### src/rtl/core/lrub_pkg.sv
// Types and constants shared by the block cache modules.
`default_nettype none
package lrub_pkg;

  localparam int SLOT_W = 6;
  localparam int CNT_W = 7;

  localparam logic [1:0] OP_SEARCH = 2'd0;
  localparam logic [1:0] OP_PUSH = 2'd1;
  localparam logic [1:0] OP_UPDATE = 2'd2;

  localparam logic [1:0] ST_MISS = 2'd0;
  localparam logic [1:0] ST_HIT = 2'd1;
  localparam logic [1:0] ST_PUSHED = 2'd2;

  typedef struct packed {
    logic [1:0]  operation;
    logic [31:0] block_addr;
    logic [3:0]  word_index;
    logic [63:0] data_word;
    logic [7:0]  byte_enable;
  } in_item_t;

  typedef struct packed {
    logic [1:0]  status;
    logic [3:0]  word_index_res;
    logic [63:0] data_word_res;
    logic        last;
  } out_item_t;

  typedef struct packed {
    logic              hit;
    logic [SLOT_W-1:0] hit_idx;
    logic [SLOT_W-1:0] hit_rank;
    logic              upd;
    logic [SLOT_W-1:0] upd_idx;
    logic [SLOT_W-1:0] lru_idx;
    logic [SLOT_W-1:0] lru_rank;
    logic              ps_hit;
  } carry_t;

  typedef struct packed {
    logic              en;
    logic [SLOT_W-1:0] slot;
    logic [SLOT_W-1:0] old_rank;
    logic [CNT_W-1:0]  filled;
    logic              tag_we;
    logic [31:0]       tag;
  } commit_t;

endpackage
`default_nettype wire

### src/rtl/core/lrub_cell.sv
// One cache slot: tag, recency rank and a registered stage of the search chain.
`default_nettype none
module lrub_cell #(
  parameter int ENTRIES = 16,
  parameter int TAG_BITS = 32,
  parameter int IDX = 0
) (
  input  logic                  clk,
  input  logic                  rst,
  input  logic [TAG_BITS-1:0]   key,
  input  logic [lrub_pkg::CNT_W-1:0]  filled,
  input  logic [lrub_pkg::SLOT_W-1:0] push_slot,
  input  lrub_pkg::carry_t      carry_in,
  input  lrub_pkg::commit_t     commit,
  output lrub_pkg::carry_t      carry_out
);
  import lrub_pkg::*;

  localparam int RW = $clog2(ENTRIES);

  logic [RW-1:0]       rank;
  logic [TAG_BITS-1:0] tag;
  logic                valid;
  logic                match;
  logic                valid_after;
  logic [SLOT_W-1:0]   my_rank;
  logic [SLOT_W-1:0]   my_idx;
  logic [SLOT_W-1:0]   lru_target;
  carry_t              c;

  assign my_rank = SLOT_W'(rank);
  assign my_idx = SLOT_W'(IDX);
  assign valid = CNT_W'(IDX) < filled;
  assign valid_after = CNT_W'(IDX) < commit.filled;
  assign match = valid && (tag == key);
  assign lru_target = SLOT_W'(filled - CNT_W'(1));

  always_comb begin
    c = carry_in;
    if (match && (!carry_in.hit || my_rank < carry_in.hit_rank)) begin
      c.hit = 1'b1;
      c.hit_idx = my_idx;
      c.hit_rank = my_rank;
    end
    if (match && !carry_in.upd) begin
      c.upd = 1'b1;
      c.upd_idx = my_idx;
    end
    if (IDX == 0 || (valid && my_rank == lru_target)) begin
      c.lru_idx = my_idx;
      c.lru_rank = my_rank;
    end
    if (match && my_idx == push_slot) begin
      c.ps_hit = 1'b1;
    end
  end

  always_ff @(posedge clk) begin
    carry_out <= c;
  end

  always_ff @(posedge clk) begin
    if (rst) begin
      rank <= '0;
    end else if (commit.en) begin
      if (my_idx == commit.slot) begin
        rank <= '0;
      end else if (valid_after && my_rank < commit.old_rank) begin
        rank <= rank + RW'(1);
      end
    end
  end

  always_ff @(posedge clk) begin
    if (commit.en && commit.tag_we && my_idx == commit.slot) begin
      tag <= commit.tag[TAG_BITS-1:0];
    end
  end

endmodule
`default_nettype wire

### config.mk
export PLATFORM = sky130hd
export DESIGN_NAME = lrub_cell
export DESIGN_NICKNAME = d
export VERILOG_FILES = /design/src/rtl/core/lrub_pkg.sv /design/src/rtl/core/lrub_cell.sv
export SDC_FILE = /design/constraint.sdc
export NUM_CORES = 1
export LEC_CHECK = 0
export BUFFER_PORTS_ARGS = -buffer_cell sky130_fd_sc_hd__buf_2
export CAP_MARGIN = 20
export CORE_MARGIN = 3
export CORE_UTILIZATION = 43
export CTS_BUF_LIST = sky130_fd_sc_hd__clkbuf_2 sky130_fd_sc_hd__clkbuf_4 sky130_fd_sc_hd__clkbuf_8
export DETAILED_ROUTE_END_ITERATION = 12
export HOLD_SLACK_MARGIN = 0.03
export PLACE_DENSITY = 0.87
export SYNTH_ARGS = -nofsm -noshare
export SYNTH_HDL_FRONTEND = slang
export SYNTH_SLANG_ARGS = --single-unit
### constraint.sdc
create_clock -name clk -period 2.4 [get_ports clk]
set_input_delay 0.12 -clock clk [delete_from_list [all_inputs] [get_ports clk]]
set_output_delay 0.12 -clock clk [all_outputs]
set_load 0.01 [all_outputs]
==> impl_summary.md <==
Run status
The run finished with clean final reports.

Routing
The pre-antenna-repair detailed-routing pass consisted of 4 iterations. For this block, the via count after detailed routing is 2,178. The DRC violation count after routing is 0. The number of nets with antenna violations after detailed routing is 0.

The detailed router's first-iteration violation count is 36. Dividing the detail-routed wire length by the instance count gives 13.5 microns. The routed wire length is around 6500 microns. The per-cell via count in the routed design is 4.53.

Clock tree
The total number of clock tree sinks is between 60 and 70. The H-tree depth is 3. The cell at the root of the clock tree is clkbuf_8. The post-CTS setup buffer count is 0. The clock latency reported for the late side of the worst-skew pair is between 300 and 400 ps. TritonCTS built the clock tree. Counting along the longest clock path gives a buffer depth of 2. Clock-pin slew was measured on the worst setup and hold paths at 70 ps.

The number of hold buffers added after CTS was 50. Post-CTS repair changed the size of 0 cells. Counting the buffers created by CTS gives 9.

Critical path
The worst setup path is of the reg2reg kind. The endpoint of the worst-slack reg-to-reg timing path is carry_out[22]. The maximum fanout encountered on the critical timing path is 10. The worst register-to-register path begins at tag[12]. The startpoint class of the critical path is a flop. Measured in cells, the most critical reg-to-reg path has a length of 6. STA puts the critical path data arrival time at between 2000 and 2500 ps. The critical path data required time is around 2600 ps. The worst setup path is captured at a flop.

The register-to-register setup slack is 450 ps.

STA
The final critical path time including I/O delays and setup is approximately 2000 ps. The maximum frequency from static timing analysis is between 0.5 and 0.6 GHz. Headroom to the max-slew limit came out at a little under 60%. The part of the cycle the worst path needs is 81.4%. The final hold violation count is 0. Setup repair after global routing left no endpoint under its margin. Between clock sinks in the finished design, the worst skew comes to 10.9 ps. The number of max-slew violations in the final report is 0.

The accumulated negative setup slack is 0 ps. The slew at the pin closest to its max-slew limit is 609 ps. Across all hold checks on the routed design, the worst slack comes to 48.9 ps. Setup violations remaining at the end of the flow were counted as 0.

Final layout
For this run, the post-layout net count is between 500 and 600. The final antenna diode count is 0. The fill cell instance count of the final layout is 384. The post-synthesis to final-layout area growth is 59.5%. The share of layout cells above drive strength 1 is 42.3%. The count of cells in the finished layout, fillers not included, comes to 481.

Logic synthesis
Counting flops with a built-in enable in the synthesized netlist gives 32. The share of flip-flops with an asynchronous set or reset after synthesis is 0%. By area, the combinational part of the netlist is dominated by simple AND/OR/NAND/NOR gates. Of all cell types, the one taking the most synthesized area is edfxtp_1. The synthesized netlist devotes 4.66% of its cell area to compound gates. After technology mapping, the gate count stands at 196. The multiplexer area fraction after synthesis is under 10%. The unique cell type count in the Yosys netlist is 35. Of the synthesized area, sequential elements account for between 60% and 70%. The synthesized netlist devotes 14.3% of its cell area to simple gates. Summed over its instances, the top area cell type makes up 38.1% of the synthesized netlist area. The most common flop cell mapped by yosys is edfxtp_1. The post-synthesis register bit count is 61. Of the total synthesized cell area, the portion taken by XOR and XNOR cells is between 10% and 20%.

After synthesis the cells add up to 2520 sq um. Yosys printed 0 warnings. Dividing the synthesized area by the synthesized cell count gives 12.9 sq um.

Yosys attributes the largest share of cell area to edfxtp_1, dfxtp_1, xor2_1. The synthesized netlist devotes 3.47% of its cell area to adder and majority cells.

Hold path
The worst min-delay path class is in2reg. The worst hold path begins at carry_in[23]. The worst hold path was traced through 2 stages. The worst-case hold path end point is carry_out[23].

Floorplanning
The floorplan die width is around 83 microns. In this run the standard cell core region covers 5610 sq um. The die footprint is 6830 sq um.

166 I/O pins were placed. Measured along the y axis, the die boundary spans 82.6 microns. The initialized floorplan defines 27 standard-cell rows.

The starting utilization of the core area is roughly 45%.

Place
Buffers placed on the I/O ports in this run total 145. The number of placed instances, taps included, is 414. The post-DP HPWL is 4510 microns. At the end of routability-driven placement, the weighted congestion stood at 0.780.

Global routing
The total global routing overflow is 0. The first global-routing pass estimated 9310 microns of wire. The number of antenna violations at the first check in global routing is 0. The via count of the first global-routing pass was ~2,200.

In the global route stage, overall resource usage came out at 18.3%. Entering global routing, the biggest net connects 33 pins.

Power and ir drop
The leakage power of the design is 1.86 nW. The worst-case IR drop observed on VDD is 0.335 mV. The power per cell area is ~570 nW/um^2.

Run
Max-cap violations in this run came to 0.
[per-layer routing]
layer | share of wire [%] | global-route usage, % | up-vias
met5 | 0 | 0 | -
met1 | 35 | 17.8 | 969
li1 | - | - | 1102
met3 | 8.0 | 3.69 | 10
met4 | 1.5 | 7.84 | 0
met2 | 55 | 36.7 | 97
[worst max-delay path by stage]
stage                     startpoint            end  slack, ps  depth (start not counted)
final                        tag[12]  carry_out[22]        450                          6
after global placement        tag[5]  carry_out[20]        400                          6
after detailed placement      tag[5]  carry_out[23]        390                          6
after global routing         tag[29]  carry_out[22]        270                          6
after floorplan              rank[1]        rank[3]        640                          6
after CTS                     tag[5]  carry_out[23]        380                          6
[through the flow]
stage / setup WS, ps / area (sq um) / power, W / util [%]
global route: 275 / 4030 / 0.00239 / 71.8
finish: 445 / 4030 / 0.00229 / 71.8
CTS: 376 / 4020 / 0.00230 / 71.6
floorplan: 637 / 2550 / 0.00126 / -
global placement: 400 / 3320 / 0.00138 / 59.2
detailed placement: 387 / 3320 / 0.00138 / 59.2
[cells in the mapped netlist, types with 3 or more instances]
| cell | count |
|---|---|
| nand2_1 | 5 |
| dfxtp_1 | 29 |
| edfxtp_1 | 32 |
| nor3_1 | 4 |
| and2_1 | 6 |
| nor2_1 | 6 |
| buf_4 | 8 |
| nand3_1 | 3 |
| inv_1 | 8 |
| o211ai_1 | 3 |
| ha_1 | 7 |
| nand2b_1 | 4 |
| or4_1 | 3 |
| nor4_1 | 12 |
| xor2_1 | 32 |
| and2b_1 | 6 |
| mux2_2 | 3 |
[critical path, cell delays in order (launching register included)]
cell	delay, ps
edfxtp_1	370
xor2_1	150
nor4_1	320
nand4_1	230
nor3_1	280
o21ai_2	190
mux2_2	310
[kinds of logic (layout without fill, tap and decap cells)]
| group | after synthesis | after routing |
|---|---|---|
| xor+xnor | 32 | 32 |
| flops | 61 | 61 |
| mux | 4 | 4 |
| other cells | 1 | 8 |
| simple gates | 60 | 60 |
| fa+ha+maj | 7 | 7 |
| compound gates | 15 | 15 |
| buf+inv | 16 | 222 |
[layout make-up]
class	instances	area, sq um	area share (%)
Clock buffer	13	179	4.44
Clock inverter	3	16.3	0.404
Inverter	8	30.0	0.746
Multi-Input combinational cell	126	920	22.8
Sequential cell	61	1540	38.3
Tap cell	72	90.1	2.24
Timing Repair Buffer	198	1250	31.1
[power breakdown]
group          total, W  leakage, nW  switching, W  internal [W]
logic          0.000292         1.22      0.000110      0.000182
clock network  0.000857        0.106      0.000372      0.000485
registers       0.00114        0.530     0.0000142       0.00113
[layout by cell type, fill, tap and decap left out, types with 5 or more instances in the layout]
master	synthesis	layout
edfxtp_1	32	32
clkbuf_8	0	13
nor4_1	12	12
nor2_1	6	6
conb_1	1	8
dlygate4sd3_1	0	51
and2b_1	6	6
and2_1	6	6
dfxtp_1	29	29
nand2_1	5	5
inv_1	8	8
ha_1	7	7
buf_2	0	145
xor2_1	32	32
[registers in the layout (all words and copies together), names as in the netlist]
name,count
rank,4
carry_out,25
tag,32
Power figures use the tool's default switching activity.
